[src/sv/pap_ram.sv]
// Generic simple dual-port RAM with registered read data.
`timescale 1ns / 1ps
module pap_ram #(
    parameter int WIDTH = 32,
    parameter int DEPTH = 64
) (
    input  logic                     i_clk,
    input  logic                     i_we,
    input  logic [$clog2(DEPTH)-1:0] i_waddr,
    input  logic [WIDTH-1:0]         i_wdata,
    input  logic [$clog2(DEPTH)-1:0] i_raddr,
    output logic [WIDTH-1:0]         o_rdata
);
    logic [WIDTH-1:0] r_mem [DEPTH];

    always_ff @(posedge i_clk) begin
        if (i_we) begin
            r_mem[i_waddr] <= i_wdata;
        end
        o_rdata <= r_mem[i_raddr];
    end
endmodule

[config.mk]
export PLATFORM = sky130hd
export DESIGN_NAME = pap_ram
export DESIGN_NICKNAME = d
export VERILOG_FILES = /design/src/sv/pap_ram.sv
export SDC_FILE = /design/constraint.sdc
export NUM_CORES = 2
export LEC_CHECK = 0
export BUFFER_PORTS_ARGS = -buffer_cell sky130_fd_sc_hd__buf_4
export CAP_MARGIN = 20
export CORE_MARGIN = 1
export CORE_UTILIZATION = 51
export CTS_CLUSTER_SIZE = 40
export DETAILED_ROUTE_END_ITERATION = 8
export GPL_ROUTABILITY_DRIVEN = 0
export PLACE_DENSITY = 0.69
export SKIP_CTS_REPAIR_TIMING = 1
export SLEW_MARGIN = 20
export SYNTH_ARGS = -nofsm -noshare
export SYNTH_HDL_FRONTEND = slang
export SYNTH_SLANG_ARGS = --single-unit
[constraint.sdc]
create_clock -name i_clk -period 7.85 [get_ports i_clk]
set_clock_uncertainty 0.2 [all_clocks]
set_input_delay 0 -clock i_clk [delete_from_list [all_inputs] [get_ports i_clk]]
set_output_delay 0 -clock i_clk [all_outputs]
set_load 0.005 [all_outputs]
==> results.ini <==
[status]
outcome=finished clean

[floorplanning]
start_util_pct=51.51
die_h_um=394.4
io_pins=78
die-width_um=394.4
rows=143
die_area_um2=155500
coreArea_um2=152400

[finish]
fill_cells=10720
drive_gt1_share_pct=28.69
num-nets-final=3595
fin_area_um2=88700
area_growth_pct=12.97
final_util_pct=58.18

[synthesis]
synthCells=3324
synth_area_leaders=edfxtp_1, mux4_2, mux2i_1
synth_most_common_cell=edfxtp_1
synth_commonest_cells=edfxtp_1, mux4_2, nor2_1, mux2i_1, o22ai_1
netlist.area_leader.share_pct=78.33
synth_nets=3370
synthFlopType=edfxtp_1
synth-seq-cells=2080
synth_edf_count=2048
synth-async-reset-ratio_pct=0
synth_area_um2=78520
synth_area_leader_cell=edfxtp_1
avgSynthCellArea_um2=23.62
yosysSeqAreaShare_pct=79.14
yosysUniqueCellTypes=34
ys_warn_count=0

[power]
peakVddDrop_v=0.0002520
p_switching_mw=4.750
p_total_mw=22.62
internal_power_mw=17.87
p_clk_share_pct=40.7
sw_frac_of_total_pct=21.00
seq_power_share_pct=54.6
leakagePower_nw=27.50
p_comb_share_pct=4.7
power.density_nw_per_um2=255.0

[clocking]
cts_buffers=194
htree_levels=4
cts-root-buf=clkbuf_16
clock_path_buffers=3
clkLatencyLatePin_ns=0.85
cts_sinks=2080
cts_tree=done
clk_pin_slew_worst_paths_ns=0.06

[sta]
drv_slew=0
hold_viol=0
hold_ws_ns=0.05130
timing.final.crit_share_pct=41.80
max_slew_margin_pct=25.88
fmax_mhz=304.7
tns_ns=0
rsz0062_at_grt=false
setup-violations-final=0
finalCriticalPeriod_ns=3.281
worst_slew_pin_slew_ns=1.111

[critical_path]
cp-end-kind=flip-flop
r2r-start=r_mem[37][17]
worstPathRequired_ns=8.32
crit_type=input pin to flip-flop
critPathLaunchType=input pin
setup.worst_path.start=i_raddr[1]
cp_max_fo=109
cp.arrival_ns=3.75

[worst_hold_path]
hp-start=i_wdata[13]
hold_class=input pin to flip-flop

[drt]
drt_pass1_iterations=6
drt-wirelength-per-cell_um=33.30
routed_wl_mm=191.4
drc_errors=0
final_antenna_net_count=0
first_iter_violations=4313
num_vias=36990
post_drt_via_cell_ratio=6.434

[flow_run]
drv_cap=0

[grt]
grt_pass1_vias=36750
grt_pass1_wl_mm=269.2
gr-total-overflow=0
track_usage_pct=24.71
grt_antenna_before_repair=4
grt_max_degree=110

[placement]
port_buffers=77
dp_hpwl_mm=94.55
dpl_cell_area_um2=82020

-- worst paths after layout --
kind	endpoint	slack, ns	cells past startpoint
min reg2reg	o_rdata[4]	0.53	4
min	r_mem[13][13]	0.05	2
max	o_rdata[4]	4.57	8
max reg2reg	o_rdata[17]	5.48	5
-- critical path, cell delays in order --
cell	delay [ns]
dlygate4sd3_1	0.57
buf_8	0.46
buf_12	0.61
nor2b_1	0.69
a22oi_1	0.16
and3_1	0.24
o32ai_1	0.77
nor3_1	0.08
-- through the flow --
stage	std cells	setup WS, ns
5_1_grt	5746	4.495
6_report	5749	4.569
4_1_cts	5705	5.052
2_1_floorplan	3324	4.490
3_5_place_dp	5342	4.173
3_3_place_gp	5342	4.220
-- final cells by class --
| cell class | count | area, µm² | share of cell area (%) |
|---|---|---|---|
| Sequential cell | 2080 | 62140 | 70.06 |
| Clock inverter | 95 | 867.1 | 0.9776 |
| Antenna cell | 3 | 7.507 | 0.008464 |
| Timing Repair Buffer | 211 | 1775 | 2.002 |
| Multi-Input combinational cell | 1062 | 15970 | 18.01 |
| Clock buffer | 268 | 5394 | 6.081 |
| Tap cell | 2030 | 2540 | 2.864 |
-- flip-flops by register name, summed over array words and instances (netlist names) --
register and flops:
r_mem 2048, o_rdata 32
-- cells in the final DEF (no fill, tap or decap), drive strengths merged, types with 2 or more instances in the layout --
cell / count
nand2b: 8
diode: 3
inv: 7
o32ai: 4
a22oi: 12
nand2: 26
bufinv: 10
and2: 2
dlygate4sd3: 41
nor3: 7
nor2: 137
clkbuf: 268
or3b: 5
clkinvlp: 3
a311oi: 8
and3: 4
mux4: 544
a41o: 4
o221ai: 27
or3: 3
clkinv: 75
dfxtp: 32
or2: 3
edfxtp: 2048
nand4: 2
o22ai: 84
buf: 170
mux2i: 93
a21oi: 62
nand3b: 5
nor2b: 15
nand3: 5
-- power groups by stage --
stage	Sequential [mW]	Clock, mW	Combinational, mW
after detailed placement	12.6	0	1.05
after global routing	12.4	9.75	1.12
final	12.4	9.21	1.06
after global placement	12.6	0	1.03
after CTS	12.4	9.33	1.05
after floorplan	12.6	0	0.598
-- cell families after synthesis --
kind of cell / count (synthesis) / share of synthesized area (%)
simple gates: 223 / 1.265
compound gates: 202 / 1.673
buf+inv: 182 / 1.128
flops: 2080 / 79.14
mux: 637 / 16.79
-- layer usage --
metal | up-vias | global-route usage (%) | wire length (µm)
met2 | 2099 | 37.96 | 90720
met3 | 297 | 6.623 | 20390
li1 | 14730 | - | -
met1 | 19860 | 34.78 | 74690
met5 | - | 0 | 26
met4 | 4 | 7.949 | 5608
Note: power is estimated with default switching activity, not from simulation.
