[config.mk]
export PLATFORM = sky130hd
export DESIGN_NAME = pap_angle
export DESIGN_NICKNAME = d
export VERILOG_FILES = /design/src/sv/pap_pkg.sv /design/src/sv/pap_angle.sv
export SDC_FILE = /design/constraint.sdc
export NUM_CORES = 2
export LEC_CHECK = 0
export BUFFER_PORTS_ARGS = -buffer_cell sky130_fd_sc_hd__buf_2
export CAP_MARGIN = 5
export CORE_MARGIN = 2
export CORE_UTILIZATION = 40
export DETAILED_ROUTE_END_ITERATION = 7
export GPL_TIMING_DRIVEN = 0
export PLACE_DENSITY = 0.52
export SLEW_MARGIN = 20
export SYNTH_ARGS = -nofsm -noshare
export SYNTH_HDL_FRONTEND = slang
export SYNTH_SLANG_ARGS = --single-unit
[constraint.sdc]
create_clock -name i_clk -period 14.7 [get_ports i_clk]
set_input_delay 2.94 -clock i_clk [delete_from_list [all_inputs] [get_ports i_clk]]
set_output_delay 2.94 -clock i_clk [all_outputs]
set_load 0.02 [all_outputs]
[src/sv/pap_pkg.sv]
// Shared constants, payload types, sequencer states and angle helpers.
`timescale 1ns / 1ps
package pap_pkg;

    localparam int MAX_POINTS = 64;
    localparam int COORD_BITS = 16;
    localparam int CNT_BITS   = $clog2(MAX_POINTS + 1);
    localparam int ADDR_BITS  = $clog2(MAX_POINTS);
    localparam int SUM_BITS   = COORD_BITS + CNT_BITS;
    localparam int D_BITS     = SUM_BITS + 1;
    localparam int PROD_BITS  = 2 * D_BITS;
    localparam int PT_BITS    = 2 * COORD_BITS;
    localparam int TERM_BITS  = 2 * COORD_BITS;
    localparam int ACC_BITS   = 2 * COORD_BITS + CNT_BITS + 1;
    localparam int AREA_BITS  = 38;

    typedef struct packed {
        logic signed [COORD_BITS-1:0] x_coord;
        logic signed [COORD_BITS-1:0] y_coord;
        logic                         last_vertex;
    } t_vertex;

    typedef struct packed {
        logic [AREA_BITS-1:0] double_area;
        logic                 too_many_points;
    } t_result;

    typedef struct packed {
        logic signed [COORD_BITS-1:0] x_coord;
        logic signed [COORD_BITS-1:0] y_coord;
    } t_point;

    typedef enum logic [3:0] {
        S_LOAD,
        S_KEY_RD,
        S_KEY_WAIT,
        S_E_RD,
        S_E_WAIT,
        S_MUL,
        S_CMP,
        S_PUT,
        S_A_RD,
        S_A_WAIT,
        S_A_WRAP,
        S_A_MUL,
        S_A_ACC,
        S_DONE
    } t_state;

    // Angle classes in sort order: lower half, zero angle, upper half, pi.
    typedef enum logic [1:0] {
        AC_NEG,
        AC_ZERO,
        AC_POS,
        AC_PI
    } t_aclass;

    function automatic t_aclass angle_class(input logic signed [D_BITS-1:0] dx,
                                            input logic signed [D_BITS-1:0] dy);
        t_aclass c;
        if (dy < 0) begin
            c = AC_NEG;
        end else if (dy > 0) begin
            c = AC_POS;
        end else if (dx >= 0) begin
            c = AC_ZERO;
        end else begin
            c = AC_PI;
        end
        return c;
    endfunction

    // n*p - S : offset from the centroid, scaled by the point count
    function automatic logic signed [D_BITS-1:0] centered(
        input logic signed [COORD_BITS-1:0] p,
        input logic [CNT_BITS-1:0]          n,
        input logic signed [SUM_BITS-1:0]   s);
        logic signed [D_BITS-1:0] m;
        m = $signed(D_BITS'({1'b0, n})) * D_BITS'(p);
        return m - D_BITS'(s);
    endfunction

endpackage

[src/sv/pap_angle.sv]
// Exact angle comparator: registered cross products and angle classes.
`timescale 1ns / 1ps
module pap_angle (
    input  logic                                i_clk,
    input  logic                                i_en,
    input  logic signed [pap_pkg::D_BITS-1:0]   i_kdx,
    input  logic signed [pap_pkg::D_BITS-1:0]   i_kdy,
    input  logic signed [pap_pkg::D_BITS-1:0]   i_edx,
    input  logic signed [pap_pkg::D_BITS-1:0]   i_edy,
    output logic                                o_less
);
    import pap_pkg::*;

    logic signed [PROD_BITS-1:0] r_p;
    logic signed [PROD_BITS-1:0] r_q;
    t_aclass                     r_ca;
    t_aclass                     r_cb;

    always_ff @(posedge i_clk) begin
        if (i_en) begin
            r_p  <= i_kdx * i_edy;
            r_q  <= i_kdy * i_edx;
            r_ca <= angle_class(i_kdx, i_kdy);
            r_cb <= angle_class(i_edx, i_edy);
        end
    end

    // key before element: lower class, or same half-plane and the element lies counterclockwise of the key
    always_comb begin
        if (r_ca != r_cb) begin
            o_less = (r_ca < r_cb);
        end else if (r_ca == AC_ZERO || r_ca == AC_PI) begin
            o_less = 1'b0;
        end else begin
            o_less = (r_p > r_q);
        end
    end
endmodule

==> flow_summary.yaml <==
sta:
  tns_ns: 0
  setup_viol: 0
  worstMarginPinSlew_ns: 1.17
  period_needed_ns: 11.94
  rsz0062_at_grt: "false"
  max_freq_mhz: 83.7
  relSlewSlack_pct: 21.2
  drv_slew: 0
  hold_viol: 0
  period_share_pct: 81.3
placement:
  numPortBuffers: 92
  gp_congestion: 0.977
  dp_cells: 6512
  placed_cell_area_um2: 49100
  dp_hpwl_um: 121000
logic_synthesis:
  async_flop_share_pct: 0
  avgSynthCellArea_um2: 9.54
  synth_top_area_share_pct: 52.1
  synth-edff-count: 100
  synth.distinct_cells: 71
  synth-seq-cells: 100
  ys_top_cells_by_area: "fa_1, inv_1, ha_1"
  syn_nets: 6525
  synthSimpleGateAreaFrac_pct: 14.7
  yosys_warnings: 0
  synthCells: 4895
  ys_seq_area_share_pct: 6.43
  synth_compound_area_share_pct: 4.44
  synthFlopType: "edfxtp_1"
  synth_top_family_by_area: "adder cells"
  yosysTopAreaCell: "fa_1"
  synth-xor-area-share_pct: 2.06
  yosys.area_share.adder_pct: 60.6
  syn-cell-area_um2: 46700
  synth.mux.area_fraction_pct: 0.0214
global_routing:
  grt_pass1_wl_um: 218000
  grt_pass1_vias: 36300
  antenna_found_initial: 10
  grt_overflow_total: 0
  grt_usage_pct: 24.3
  grt_max_degree: 67
min_path:
  hp-class: "in2reg"
setup_path:
  arrival_ns: 12.04
  endpoint_kind: "flop"
  crit_required_ns: 14.79
  start_kind: "input pin"
  path_max_fanout: 10
  path_class: "in2reg"
final_layout:
  seq_area_um2: 3000
  fill_cells: 11800
  nets: 6629
  multi_input_area_um2: 38200
  final_cells: 6531
  syn_to_final_growth_pct: 5.87
  fin_area_um2: 49400
  utilization_pct: 42.6
  drive_above_1_share_pct: 2.66
floorplanning:
  floorplan.initialDensity_pct: 40.2
  fp.coreArea_um2: 116000
  die_area_um2: 119000
  row_count: 125
  die_h_um: 346
  chipWidth_um: 346
  io_pins: 99
detailed_routing:
  num_vias: 33200
  initialDrtViolationCount: 2142
  wl_per_cell_um: 21.5
  wl_met3_um: 8750
  route.met2.wl_um: 67600
  ant_nets: 0
  viasPerCell: 5.09
  wl_met1_um: 58500
  wirelength_um: 140000
  dr.max_layer_used: "met5"
  drt-pass1-iter-count: 6
  drc: 0
clocking:
  cts_max_level: 3
  post_cts_resized: 0
  clock_path_buffers: 2
  cts_setup_buffers: 0
  cts-root-buf: "clkbuf_16"
  cts_sinks: 100
  tritoncts: "done"
  cts_buffers: 9
  clk_pin_slew_worst_paths_ns: 0.07
  ctsHoldBuffers: 0
run_status:
  status: "finished clean"
run:
  maxCapViolations: 0
flip-flops by register name, summed over array words and instances (netlist names):
| signal | flops |
|---|---|
| r_p | 48 |
| r_ca | 2 |
| r_cb | 2 |
| r_q | 48 |
layer usage:
layer,global-route usage (%),up-vias
met4,7.99,4
met5,0,-
li1,-,14500
met3,3.29,206
met2,40.6,1009
met1,32.8,17500
synthesized netlist by cell type, drive strengths merged, types with 2 or more instances:
library cell	count
o211ai	6
nand2b	19
ha	318
or3	3
a21o	60
fa	1214
a221oi	3
nor2	80
clkbuf	217
nor4	19
a41oi	6
a211oi	8
o221ai	2
a21boi	4
o21bai	12
xor2	32
o31a	2
nand3	24
nor3	15
inv	1221
a21oi	99
nand4	25
o311ai	2
o31ai	5
o21a	19
buf	6
a31oi	13
or2	2
nand2	637
o21ai	61
and2	536
o2111ai	5
and3	8
or4	3
a2111oi	3
xnor2	78
edfxtp	100
o32ai	2
nor2b	9
per-stage QoR:
step                      hold slack (ns)  setup WS, ns
final                                2.97          2.76
after global routing                 2.97          2.39
after CTS                            2.97          2.99
after detailed placement             3.35          2.63
after global placement               3.46          2.58
after floorplan                      3.05          4.82
placed cells by master, fill, tap and decap left out, types with 9 or more instances in the layout:
cell type,instances
a21o_1,57
a21oi_1,99
a31oi_1,13
and2_1,536
buf_2,92
clkbuf_1,213
clkbuf_16,9
edfxtp_1,100
fa_1,1214
ha_1,318
inv_1,1221
nand2_1,635
nand2b_1,19
nand3_1,24
nand4_1,25
nor2_1,80
nor2b_1,9
nor3_1,15
nor4_1,18
o21a_1,19
o21ai_0,58
o21bai_1,12
xnor2_1,78
xor2_1,32
cell families (layout without fill, tap and decap cells):
group,after synthesis,count (layout)
AOI/OAI and AO/OA,320,320
xor gates and xnor gates,110,110
adders and majority gates,1532,1532
buffers and inverters,1448,1557
DFF,100,100
muxes,1,1
other,0,3
and+or+nand+nor,1384,1384
area by class of cell:
class | count | area share, %
inverter | 1222 | 9.28
sequential | 100 | 6.08
clock inverter | 7 | 0.213
timing repair buffer | 93 | 1.00
antenna | 3 | 0.0152
buffer | 226 | 1.88
clock buffer | 9 | 0.456
tap | 1524 | 3.86
multi-input combinational | 3347 | 77.2
worst paths after layout:
| path | start | endpoint | slack [ns] | cells after the start |
|---|---|---|---|---|
| setup / recovery | i_kdy[23] | r_q[47]$_DFFE_PP_ | 2.76 | 25 |
| hold / removal | i_en | r_p[11]$_DFFE_PP_ | 2.97 | 1 |
worst max-delay path, stage by stage:
cell	delay, ns
buf_2	0.35
clkbuf_1	0.68
nand2_1	0.21
inv_1	0.17
fa_1	0.54
fa_1	0.74
inv_1	0.23
fa_1	0.53
inv_1	0.05
fa_1	0.48
fa_1	0.57
fa_1	0.43
fa_1	0.45
ha_1	0.28
clkbuf_1	0.30
nand4_1	0.32
nor4_1	0.51
nand2_1	0.10
a21oi_1	0.54
o2111ai_1	0.25
nand3_1	0.23
a31oi_1	0.15
o41ai_1	0.69
or4_1	0.20
nand4_1	0.11
Power is not shown: default switching activity piles up to over one toggle a cycle in this logic, so the estimate is an artifact.
